===== src/sv/rfaq_pkg.sv =====
package rfaq_pkg;

  // field widths
  localparam int unsigned LEN_W    = 14;
  localparam int unsigned ETYPE_W  = 16;
  localparam int unsigned TIME_W   = 32;
  localparam int unsigned CNT_W    = 32;
  localparam int unsigned HDR_W    = 8;
  localparam int unsigned QFILL_W  = 5;
  localparam int unsigned CMD_W    = 2;
  localparam int unsigned STATUS_W = 3;
  localparam int unsigned CFG_IDX_W  = 2;
  localparam int unsigned CFG_DATA_W = 14;

  // stream packing: input tdata holds length, ethertype, time, limit
  localparam int unsigned IN_BITS  = LEN_W + ETYPE_W + TIME_W + LEN_W;
  localparam int unsigned IN_TDATA_W = ((IN_BITS + 7) / 8) * 8;
  localparam int unsigned OUT_BITS = LEN_W + TIME_W + 4 * CNT_W + QFILL_W;
  localparam int unsigned OUT_TDATA_W = ((OUT_BITS + 7) / 8) * 8;

  localparam int unsigned DEFAULT_QUEUE_DEPTH = 16;

  localparam logic [ETYPE_W-1:0] ETYPE_MIN = 16'h0600;

  // configuration reset values
  localparam logic [LEN_W-1:0] MIN_FRAME_RST = 14'd60;
  localparam logic [LEN_W-1:0] MAX_FRAME_RST = 14'd1518;
  localparam logic [HDR_W-1:0] HEADER_RST    = 8'd14;

  typedef enum logic [CFG_IDX_W-1:0] {
    CFG_MIN_FRAME = 2'd0,
    CFG_MAX_FRAME = 2'd1,
    CFG_HEADER    = 2'd2
  } cfg_idx_e;

  typedef enum logic [CMD_W-1:0] {
    CMD_ADMIT   = 2'd0,
    CMD_DELIVER = 2'd1,
    CMD_FLUSH   = 2'd2,
    CMD_CLEAR   = 2'd3
  } cmd_e;

  typedef enum logic [STATUS_W-1:0] {
    ST_OK          = 3'd0,
    ST_LEN_REJECT  = 3'd1,
    ST_INVALID     = 3'd2,
    ST_DROP_FULL   = 3'd3,
    ST_DELIVERED   = 3'd4,
    ST_QUEUE_EMPTY = 3'd5
  } status_e;

  // one queued descriptor
  typedef struct packed {
    logic [TIME_W-1:0] stamp;
    logic [LEN_W-1:0]  len;
  } desc_t;

  // queue operation request from the admit logic
  typedef struct packed {
    logic push;
    logic pop;
    logic flush;
  } fifo_op_t;

endpackage


===== src/sv/rfaq_desc_fifo.sv =====
module rfaq_desc_fifo import rfaq_pkg::*; #(
  parameter int unsigned QueueDepth = DEFAULT_QUEUE_DEPTH,
  localparam int unsigned PtrW  = $clog2(QueueDepth),
  localparam int unsigned FillW = $clog2(QueueDepth + 1)
) (
  input  logic             clk_i,
  input  logic             rst_ni,
  input  fifo_op_t         op_i,
  input  desc_t            wdata_i,
  output desc_t            rdata_o,
  output logic             full_o,
  output logic             empty_o,
  output logic [FillW-1:0] fill_o
);

  desc_t            mem_q [QueueDepth];
  desc_t            rdata_q;
  logic [PtrW-1:0]  rd_ptr_q, rd_ptr_d;
  logic [PtrW-1:0]  wr_ptr_q, wr_ptr_d;
  logic [FillW-1:0] fill_q, fill_d;

  function automatic logic [PtrW-1:0] next_slot(input logic [PtrW-1:0] p);
    next_slot = (p == PtrW'(QueueDepth - 1)) ? '0 : p + 1'b1;
  endfunction

  assign full_o  = (fill_q == FillW'(QueueDepth));
  assign empty_o = (fill_q == '0);
  assign fill_o  = fill_q;
  assign rdata_o = rdata_q;

  // pointer and fill update, one operation per beat
  always_comb begin
    rd_ptr_d = rd_ptr_q;
    wr_ptr_d = wr_ptr_q;
    fill_d   = fill_q;
    if (op_i.flush) begin
      rd_ptr_d = '0;
      wr_ptr_d = '0;
      fill_d   = '0;
    end else if (op_i.push) begin
      wr_ptr_d = next_slot(wr_ptr_q);
      fill_d   = fill_q + 1'b1;
    end else if (op_i.pop) begin
      rd_ptr_d = next_slot(rd_ptr_q);
      fill_d   = fill_q - 1'b1;
    end
  end

  always_ff @(posedge clk_i or negedge rst_ni) begin
    if (!rst_ni) begin
      rd_ptr_q <= '0;
      wr_ptr_q <= '0;
      fill_q   <= '0;
    end else begin
      rd_ptr_q <= rd_ptr_d;
      wr_ptr_q <= wr_ptr_d;
      fill_q   <= fill_d;
    end
  end

  // descriptor storage, write port
  always_ff @(posedge clk_i) begin
    if (op_i.push) begin
      mem_q[wr_ptr_q] <= wdata_i;
    end
  end

  // registered read of the oldest entry, held until the next pop
  always_ff @(posedge clk_i) begin
    if (op_i.pop) begin
      rdata_q <= mem_q[rd_ptr_q];
    end
  end

endmodule


===== src/sv/rx_frame_admit_queue.sv =====
// channel   | direction | beat contents
// ----------+-----------+-----------------------------------------------------
// s_axis    | in        | command (tuser), frame length, ethertype, time, limit
// m_axis    | out       | status (tuser), length, time, 4 counters, queue fill
// cfg       | in        | register index and write data, always ready
//
// Each command beat is decoded and applied to the queue and counters at the
// edge it is accepted, and its result appears in the output register the
// next cycle. A beat can be accepted every cycle; the only limit is the
// single result register, so s_axis_tready follows m_axis_tready while a
// result is waiting. Reset clears the queue pointers, fill count and
// counters and loads the configuration defaults; no clearing pass is
// needed.
module rx_frame_admit_queue import rfaq_pkg::*; #(
  parameter int unsigned QueueDepth = DEFAULT_QUEUE_DEPTH
) (
  input  logic                   clk_i,
  input  logic                   rst_ni,
  // configuration writes
  input  logic                   cfg_valid_i,
  output logic                   cfg_ready_o,
  input  logic [CFG_IDX_W-1:0]   cfg_index_i,
  input  logic [CFG_DATA_W-1:0]  cfg_data_i,
  // command stream
  input  logic                   s_axis_tvalid,
  output logic                   s_axis_tready,
  // [13:0] frame_length, [29:14] ether_type, [61:30] arrival_time,
  // [75:62] deliver_limit, [79:76] zero
  input  logic [IN_TDATA_W-1:0]  s_axis_tdata,
  // [1:0] command
  input  logic [CMD_W-1:0]       s_axis_tuser,
  // result stream
  output logic                   m_axis_tvalid,
  input  logic                   m_axis_tready,
  // [13:0] out_length, [45:14] out_time, [77:46] rx_pkt_count,
  // [109:78] rx_byte_count, [141:110] rx_err_count,
  // [173:142] rx_drop_count, [178:174] queue_fill, [183:179] zero
  output logic [OUT_TDATA_W-1:0] m_axis_tdata,
  // [2:0] status
  output logic [STATUS_W-1:0]    m_axis_tuser
);

  localparam int unsigned FillW = $clog2(QueueDepth + 1);

  logic [LEN_W-1:0] min_frame_q;
  logic [LEN_W-1:0] max_frame_q;
  logic [HDR_W-1:0] header_q;

  logic [CNT_W-1:0] pkt_cnt_q, pkt_cnt_d;
  logic [CNT_W-1:0] byte_cnt_q, byte_cnt_d;
  logic [CNT_W-1:0] err_cnt_q, err_cnt_d;
  logic [CNT_W-1:0] drop_cnt_q, drop_cnt_d;

  logic             out_valid_q;
  status_e          status_q, status_d;
  logic [LEN_W-1:0] limit_q;

  logic             in_beat;
  cmd_e             cmd;
  logic [LEN_W-1:0] in_len;
  logic [ETYPE_W-1:0] in_etype;
  logic [TIME_W-1:0]  in_time;
  logic [LEN_W-1:0]   in_limit;

  fifo_op_t         fifo_op;
  desc_t            wdesc;
  desc_t            rdesc;
  logic             fifo_full;
  logic             fifo_empty;
  logic [FillW-1:0] fifo_fill;

  logic [LEN_W-1:0]  out_len;
  logic [TIME_W-1:0] out_time;

  // input unpacking
  assign cmd      = cmd_e'(s_axis_tuser);
  assign in_len   = s_axis_tdata[LEN_W-1:0];
  assign in_etype = s_axis_tdata[LEN_W +: ETYPE_W];
  assign in_time  = s_axis_tdata[LEN_W + ETYPE_W +: TIME_W];
  assign in_limit = s_axis_tdata[LEN_W + ETYPE_W + TIME_W +: LEN_W];

  assign s_axis_tready = !out_valid_q || m_axis_tready;
  assign in_beat       = s_axis_tvalid && s_axis_tready;

  // configuration registers
  assign cfg_ready_o = 1'b1;

  always_ff @(posedge clk_i or negedge rst_ni) begin
    if (!rst_ni) begin
      min_frame_q <= MIN_FRAME_RST;
      max_frame_q <= MAX_FRAME_RST;
      header_q    <= HEADER_RST;
    end else if (cfg_valid_i) begin
      unique case (cfg_idx_e'(cfg_index_i))
        CFG_MIN_FRAME: min_frame_q <= cfg_data_i[LEN_W-1:0];
        CFG_MAX_FRAME: max_frame_q <= cfg_data_i[LEN_W-1:0];
        CFG_HEADER:    header_q    <= cfg_data_i[HDR_W-1:0];
        default: ;
      endcase
    end
  end

  // command decode, admit checks and counter updates
  always_comb begin
    fifo_op    = '0;
    status_d   = ST_OK;
    pkt_cnt_d  = pkt_cnt_q;
    byte_cnt_d = byte_cnt_q;
    err_cnt_d  = err_cnt_q;
    drop_cnt_d = drop_cnt_q;
    unique case (cmd)
      CMD_ADMIT: begin
        priority if (in_len == '0 || in_len > max_frame_q) begin
          status_d = ST_LEN_REJECT;
        end else if (in_len < min_frame_q ||
                     (in_len >= LEN_W'(header_q) && in_etype < ETYPE_MIN)) begin
          status_d  = ST_INVALID;
          err_cnt_d = err_cnt_q + 1'b1;
        end else if (fifo_full) begin
          status_d   = ST_DROP_FULL;
          drop_cnt_d = drop_cnt_q + 1'b1;
        end else begin
          status_d     = ST_OK;
          fifo_op.push = in_beat;
          pkt_cnt_d    = pkt_cnt_q + 1'b1;
          byte_cnt_d   = byte_cnt_q + CNT_W'(in_len);
        end
      end
      CMD_DELIVER: begin
        if (fifo_empty) begin
          status_d = ST_QUEUE_EMPTY;
        end else begin
          status_d    = ST_DELIVERED;
          fifo_op.pop = in_beat;
        end
      end
      CMD_FLUSH: begin
        fifo_op.flush = in_beat;
      end
      CMD_CLEAR: begin
        pkt_cnt_d  = '0;
        byte_cnt_d = '0;
        err_cnt_d  = '0;
        drop_cnt_d = '0;
      end
      default: ;
    endcase
  end

  assign wdesc.len   = in_len;
  assign wdesc.stamp = in_time;

  rfaq_desc_fifo #(
    .QueueDepth(QueueDepth)
  ) u_desc_fifo (
    .clk_i   (clk_i),
    .rst_ni  (rst_ni),
    .op_i    (fifo_op),
    .wdata_i (wdesc),
    .rdata_o (rdesc),
    .full_o  (fifo_full),
    .empty_o (fifo_empty),
    .fill_o  (fifo_fill)
  );

  // statistics counters
  always_ff @(posedge clk_i or negedge rst_ni) begin
    if (!rst_ni) begin
      pkt_cnt_q  <= '0;
      byte_cnt_q <= '0;
      err_cnt_q  <= '0;
      drop_cnt_q <= '0;
    end else if (in_beat) begin
      pkt_cnt_q  <= pkt_cnt_d;
      byte_cnt_q <= byte_cnt_d;
      err_cnt_q  <= err_cnt_d;
      drop_cnt_q <= drop_cnt_d;
    end
  end

  // result register
  always_ff @(posedge clk_i or negedge rst_ni) begin
    if (!rst_ni) begin
      out_valid_q <= 1'b0;
    end else if (s_axis_tready) begin
      out_valid_q <= s_axis_tvalid;
    end
  end

  always_ff @(posedge clk_i) begin
    if (in_beat) begin
      status_q <= status_d;
      limit_q  <= in_limit;
    end
  end

  // delivered length clamp on the registered descriptor
  always_comb begin
    out_len  = '0;
    out_time = '0;
    if (status_q == ST_DELIVERED) begin
      out_len  = (rdesc.len < limit_q) ? rdesc.len : limit_q;
      out_time = rdesc.stamp;
    end
  end

  assign m_axis_tvalid = out_valid_q;
  assign m_axis_tuser  = status_q;
  assign m_axis_tdata  = {(OUT_TDATA_W - OUT_BITS)'(0),
                          QFILL_W'(fifo_fill),
                          drop_cnt_q,
                          err_cnt_q,
                          byte_cnt_q,
                          pkt_cnt_q,
                          out_time,
                          out_len};

endmodule


===== config.mk =====
export PLATFORM = sky130hd
export DESIGN_NAME = rx_frame_admit_queue
export DESIGN_NICKNAME = d
export VERILOG_FILES = /design/src/sv/rfaq_pkg.sv /design/src/sv/rfaq_desc_fifo.sv /design/src/sv/rx_frame_admit_queue.sv
export SDC_FILE = /design/constraint.sdc
export NUM_CORES = 1
export LEC_CHECK = 0
export BUFFER_PORTS_ARGS = -buffer_cell sky130_fd_sc_hd__buf_4
export CORE_UTILIZATION = 41
export DETAILED_ROUTE_END_ITERATION = 8
export GPL_TIMING_DRIVEN = 0
export SYNTH_ARGS = -nofsm -noshare
export SYNTH_HDL_FRONTEND = slang
export SYNTH_SLANG_ARGS = --single-unit

===== constraint.sdc =====
create_clock -name clk_i -period 5.7 [get_ports clk_i]
set_clock_uncertainty 0.1 [all_clocks]
set_input_delay 0.855 -clock clk_i [delete_from_list [all_inputs] [get_ports clk_i]]
set_output_delay 0.855 -clock clk_i [all_outputs]
set_load 0.005 [all_outputs]

======== Word-level counts from Yosys, hierarchy flattened ========
Memory sizes are Yosys's and may differ from the RTL's. A register that Yosys moved wholly into a read port is not among the register bits.
Index checks and enable logic that the tools add are counted.
W data, S select, Z words.
storage, ports and cells
  flip-flop bits (word level) ............. 195
  RAM bits ................................ 736
  input bits .............................. 103
  output and inout bits ................... 190
  logic and storage cells ................. 105
  memories ................................ 1
memory list
  name               words  width  read ports  clocked after memory_dff  write ports  line                  text
  u_desc_fifo.mem_q  16     46     1           1                         1            rfaq_desc_fifo.sv:16  desc_t mem_q [QueueDepth];
cells by class
  $add $sub $neg .......................... 8
  order comparisons ....................... 5
  eq/ne operators ......................... 15
  mux-type cells .......................... 42
  reductions and logical operators ........ 21
operators with widths
  operator                 number
  $mux W32                 12
  $pmux W32 S2             4
  $add A32 B1 Y32 const B  3
  $add A32 B14 Y32         1
  $lt A14 B14 Y1           2
  $mux W14                 2
  $mux W4                  7
  $lt A16 B11 Y1 const B   1
  $mux W5                  3
  $ge A14 B8 Y1            1
  $gt A14 B14 Y1           1
  $logic_not A14 Y1        1
  $ne A2 B2 Y1 const B     6
  $mux W1                  10
  $reduce_and A5 Y1        2
  $add A4 B1 Y4 const B    2
  $eq A4 B4 Y1 const B     2
  $reduce_and A2 Y1        4
  $eq A2 B2 Y1 const B     3
  $mux W3                  2
  $pmux W3 S2              1
  $reduce_bool A2 Y1       3
  $add A5 B1 Y5 const B    1
  $eq A5 B5 Y1 const B     1
  11 further kinds         16

======== Depth between registers and ports, before layout ========
  depth after elaboration ................. 9
  gate-level depth with buffers ........... 17
  gate-level depth less buffers ........... 15

======== By module ========
Synthesis repeated with hierarchy kept, for this count alone.
second synthesis, totals
  cell total of the unflattened synthesis .. 2725
  area, all modules ....................... 41750.0 um2
modules (own cells, without submodules)
  module                times used  cells an instance  area an instance (um2)  sequential area each (um2)
  rfaq_desc_fifo        1           1468               30314.1                 23807.8
  rx_frame_admit_queue  1           1257               11436.0                 4658.2

======== Worst setup path after synthesis ========
OpenSTA, ideal clock, no wires.
  kind .................................... input -> register
  start ................................... input s_axis_tdata[3]
  end ..................................... memory u_desc_fifo.mem_q[7][0] in the netlist's numbering, enable pin
  setup time .............................. 0.506 ns
  data arrival time ....................... 6.022 ns
  data required time ...................... 5.094 ns
  path slack .............................. -0.929 ns
  cell stages on the path ................. 10
  buffers on the path ..................... 2
  path through ............................ ha_1 and4_1 a221oi_1 o211ai_1 and2_1 clkbuf_1 nor2_1 clkinv_1 clkbuf_1 nor3_1
on the way
  longest elaborated chain between the ends .. 8
  elaborated cells on any way between the ends .. 12
  those cells by class .................... order compare (3); mux (5); reduce/logical (4)
RTL lines
  what                             line                         text
  start, declared                  rx_frame_admit_queue.sv:29   input logic [IN_TDATA_W-1:0] s_axis_tdata,
  $ge A14 B8 Y1                    rx_frame_admit_queue.sv:116  (in_len >= LEN_W'(header_q) && in_etype < ETYPE_MIN)) begin
  $logic_and A1 B1 Y1              rx_frame_admit_queue.sv:116
  $logic_or A1 B1 Y1               rx_frame_admit_queue.sv:115  end else if (in_len < min_frame_q ||
  $mux W1                          rx_frame_admit_queue.sv:115
  $mux W1 *                        rx_frame_admit_queue.sv:113  priority if (in_len == '0 || in_len > max_frame_q) begin
  $mux W1 *                        rx_frame_admit_queue.sv:111  unique case (cmd)
  $mux W1 *                        rfaq_desc_fifo.sv:63         if (op_i.push) begin
  $mux W1 (implied by the code) *  rfaq_desc_fifo.sv:64         mem_q[wr_ptr_q] <= wdata_i;
  end, declared                    rfaq_desc_fifo.sv:16
Every way passes the cells marked *; elsewhere a longest branch is shown, timed or not.

======== Worst setup path in the final report ========
  start ................................... input s_axis_tdata[0]
  end ..................................... register u_desc_fifo.fill_q[4], in the netlist u_desc_fifo.fill_o[4]
on the way
  longest elaborated chain between the ends .. 8
  elaborated cells on any way between the ends .. 13
  those cells by class .................... order compare (3); mux (5); reduce/logical (5)
RTL lines
  what                  line                         text
  $ge A14 B8 Y1         rx_frame_admit_queue.sv:116
  $logic_and A1 B1 Y1   rx_frame_admit_queue.sv:116
  $logic_or A1 B1 Y1    rx_frame_admit_queue.sv:115
  $mux W1               rx_frame_admit_queue.sv:115
  $mux W1 *             rx_frame_admit_queue.sv:113
  $mux W1 *             rx_frame_admit_queue.sv:111
  $mux W5               rfaq_desc_fifo.sv:40         end else if (op_i.push) begin
  $mux W5               rfaq_desc_fifo.sv:36         if (op_i.flush) begin
  end signal, assigned  rfaq_desc_fifo.sv:57         fill_q <= fill_d;
  end, declared         rfaq_desc_fifo.sv:20         logic [FillW-1:0] fill_q, fill_d;
Marked as above.
A chain may end at the register's enable or synchronous reset.

==> results.md <==
CTS:
- The CTS root buffer is clkbuf_16.
- The CTS sink count is 977.
- The TritonCTS clock tree is built.
- The maximum number of buffers from clock root to sink is 3.
- The number of hold-repair buffers added at the cts stage is 0.
- The count of H-tree levels built during CTS is 3.
- After clock tree synthesis, the clock-pin slew on the worst setup and hold paths is 0.06 ns.
- The post-cts gate resize count is 0.
- Clock latency on the worst-skew pair, taken at its later pin, is 0.68 ns.
- Counting the buffers created by CTS gives 102.
- In this run the post-CTS setup repair buffer count came out at 0.

Worst setup path:
- The arrival time at the worst endpoint is 5.40 ns.
- Setup slack on the worst reg-to-reg path comes out at 0.82 ns.
- The data required time of the worst path is 6.20 ns.
- STA classifies the critical path startpoint as a primary input.
- The number of cells on the worst reg-to-reg path is 16.
- The critical-path maximum fanout is 20.
- The worst setup path is captured at a register.
- The setup path with the least slack is of type in -> reg.

Synth:
- The fraction of the mapped netlist area in simple logic gates is 7.27%.
- In the synthesized netlist the dominant register cell turns out to be edfxtp_1.
- The part of the Yosys area used for sequential elements is 68.9%.
- The synthesized area per cell is 15.2 µm².
- The synthesized netlist contains 68 unique library cells.
- Summing the areas of all compound-gate instances in the mapped netlist gives 7.57% of the synthesized area.
- The synthesized netlist devotes 0.742% of its cell area to XOR and XNOR gates.
- The count of flip-flops with a built-in enable after synthesis is 799.
- Of the post-synthesis cell area, the dominant cell type holds 58.1%.
- After Yosys synthesis, full adders, half adders and majority gates account for 2.34% of the synthesized area.
- The dominant combinational cell family by area after synthesis is multiplexers.
- The Yosys step of the flow raised 0 warnings.
- The post-synthesis async set-or-reset flop share is 18.2%.
- The cell count after synthesis came out at 2721.
- The library cell occupying the most area in the post-synthesis netlist is edfxtp_1.
- The post-synthesis instance area is 0.0413 mm².
- Synthesis inferred 977 register bits.
- Of the post-synthesis cell area, the part taken by muxes is 11.0%.
- By area the synthesized netlist is led by edfxtp_1 58%, dfrtp_1 9.9%, mux4_2 5.0%.

Timing:
- The share of the clock period used by the worst path after layout is 85.9%.
- The slew at the pin with the worst max-slew slack is 1.23 ns.
- Static timing analysis puts the maximum clock frequency at 0.204 GHz.
- The final-report max-slew violation count is 0.
- Across all setup checks in the final design, the least slack found is 0.805 ns.
- The headroom to the max-slew limit is 17.8%.
- For the final routed database, the setup TNS stands at 0 ns.
- After layout, the minimum clock period comes to 4.89 ns.
- The number of hold-slack violations in the final timing report is 0.
- Setup repair after global routing left no endpoint under its margin.
- Setup violations remaining at the end of the flow were counted as 0.

Global route:
- The initial antenna violation count is 2.
- The residual overflow from global routing is 0.
- The first global-routing pass estimated 161000 µm of wire.
- The aggregate global-route resource usage is 20.9%.
- The maximum number of pins on one net before global-route repair is 109.
- The number of global-route vias before repair is 25773.

Finish:
- In the final layout, the multi-input gates occupy 0.0121 mm².
- The ratio of cells with drive above 1 in the final layout is 20.7%.
- The final cell count without fillers is 4511.
- Relative to the synthesized area, the layout overhead comes to 17.9%.
- Measured on the finished design, the core utilization comes to 48.7%.
- The footprint of the flip-flops and latches is 0.0285 mm².
- At the end of the flow, the number of nets in the layout was 3312.
- The number of filler instances in the final layout is 8429.

Floorplanning:
- Row generation in the floorplan step produced 116 rows.
- The total core area is 0.100 mm².
- The initial utilization of the core area, before any placement, comes to 41.3%.
- Measured along the y axis, the die boundary spans 319 µm.
- The die is 319 µm wide.
- For this design the top-level I/O count stands at 293.
- The total die area is 0.102 mm².

Placed design:
- The weighted congestion reported at the end of routability-driven placement is 0.822.
- The pre-CTS worst setup slack is 0.129 ns.
- After detailed placement, the design holds a cell count of 4327.
- The detailed-placement wirelength estimate is 71900 µm.
- The count of port buffers added during placement is 272.

Detailed routing:
- The first routing iteration left 1941 violations.
- The overall via count from detail_route is 25447.
- For this block, the routed nets add up to 108000 µm of wire.
- Using the TritonRoute via totals, the vias-per-cell ratio works out to 5.64.
- Once detail routing completed, the nets flagged for antenna violations numbered 0.
- The wire length per cell after detailed routing is 23.9 µm.
- For this run, design rule violations remaining after detail routing come to 0.
- The first TritonRoute pass finished after 5 iterations.

Power and ir drop:
- The maximum resistive drop on vdd is 241 µV.
- The analysis attributes to cell leakage a power of 17.3 nW.
- Overall power consumption after layout is estimated at 17.9 mW.
- The power density over the cells is 369 mW/mm².

Outcome:
- The flow ran to the end, and the final reports show no timing, DRC or antenna violations.

Flow run:
- Max-cap violations in this run came to 0.

Worst hold path:
- The type of the worst min-delay path is in -> async.
through the flow:
| step | hold WS (ns) | cell area, µm² |
|---|---|---|
| 3_5_place_dp | 0.393 | 45600 |
| 2_1_floorplan | 0.378 | 41300 |
| 4_1_cts | 0.0506 | 48700 |
| 6_report | 0.0680 | 48700 |
| 3_3_place_gp | 0.392 | 45000 |
| 5_1_grt | 0.0906 | 48700 |
state kept, by name (all words and copies together), names as in the netlist:
name,flops
pkt_cnt_q,32
u_desc_fifo.mem_q,736
min_frame_q,14
limit_q,14
drop_cnt_q,32
u_desc_fifo.rdata_o,46
byte_cnt_q,32
u_desc_fifo.rd_ptr_q,4
header_q,8
u_desc_fifo.wr_ptr_q,4
m_axis_tvalid,1
m_axis_tuser,3
u_desc_fifo.fill_o,5
err_cnt_q,32
max_frame_q,14
synth_stat cells, drive strengths merged (70+ instances only):
cell type	instances
mux2i	169
nand2	158
clkbuf	112
edfxtp	799
a21oi	142
nor2	76
inv	80
dfrtp	163
o21ai	187
mux4	92
ha	74
mux2	70
routing by layer:
layer	vias to the layer above	routed length [µm]	track usage, %
met5	-	7	0
met4	2	2630	5.56
met3	170	7450	4.99
met2	812	53400	35.7
met1	12989	44200	26.7
li1	11474	-	-
area by class of cell:
type	instances	area share, %
multi-input combinational	1523	24.8
timing repair buffer	304	5.21
antenna	1	0.00514
buffer	144	1.16
clock buffer	125	5.55
tap	1298	3.34
sequential	977	58.5
clock inverter	58	0.833
inverter	81	0.625
cell usage in the layout, fill, tap and decap left out, drive strengths merged, types with 16 or more instances in the layout:
cell	instances
nor4	30
or4	34
and3	56
nand2	158
edfxtp	799
nand4	21
nand2b	16
inv	84
a21oi	142
buf	336
nand3	53
a22oi	48
a221oi	47
or3	39
nor2	76
ha	74
nor3	26
mux2	70
mux2i	169
mux4	92
clkbuf	237
dfrtp	163
clkinv	47
o21ai	187
xnor2	26
o31ai	33
where the power goes:
part | internal, mW | total [mW] | switching [mW] | leakage [nW]
registers | 7.99 | 8.13 | 0.147 | 9.56
logic | 1.57 | 3.60 | 2.02 | 6.20
clock network | 3.46 | 6.21 | 2.75 | 1.50
total | 13.0 | 17.9 | 4.92 | 17.3
logic make-up after synthesis:
group	after synthesis
flip-flops	977
AND/OR/NAND/NOR	566
AO/OA/AOI/OAI	509
multiplexers	331
buffers and inverters	225
adder cells (fa/ha/maj)	76
XOR/XNOR	35
other	2
worst max-delay path, stage by stage:
cell,delay (ns)
buf_4,0.26
inv_1,0.12
ha_1,0.31
and2_1,0.18
and4b_1,0.22
nor2b_1,0.13
o21bai_1,0.44
and2_1,0.27
clkbuf_1,0.41
nor2_1,0.15
clkinv_1,0.19
clkbuf_1,0.69
ha_1,0.38
a21o_1,0.16
a21oi_1,0.20
mux2i_1,0.24
mux2i_1,0.20
final timing paths:
path                                                 start                           endpoint
worst max-delay path                       s_axis_tdata[0]  u_desc_fifo.fill_o[4]$_DFFE_PN0P_
worst min-delay path                                rst_ni         min_frame_q[6]$_DFFE_PN0P_
worst max register to register  max_frame_q[3]$_DFFE_PN1P_  u_desc_fifo.fill_o[4]$_DFFE_PN0P_
worst min register to register     header_q[6]$_DFFE_PN0P_            header_q[6]$_DFFE_PN0P_
max in group asynchronous                           rst_ni         byte_cnt_q[23]$_DFFE_PN0P_
min in group clk_i                        s_axis_tdata[71]               limit_q[9]$_DFFE_PP_
(Power assumes the default switching activity.)
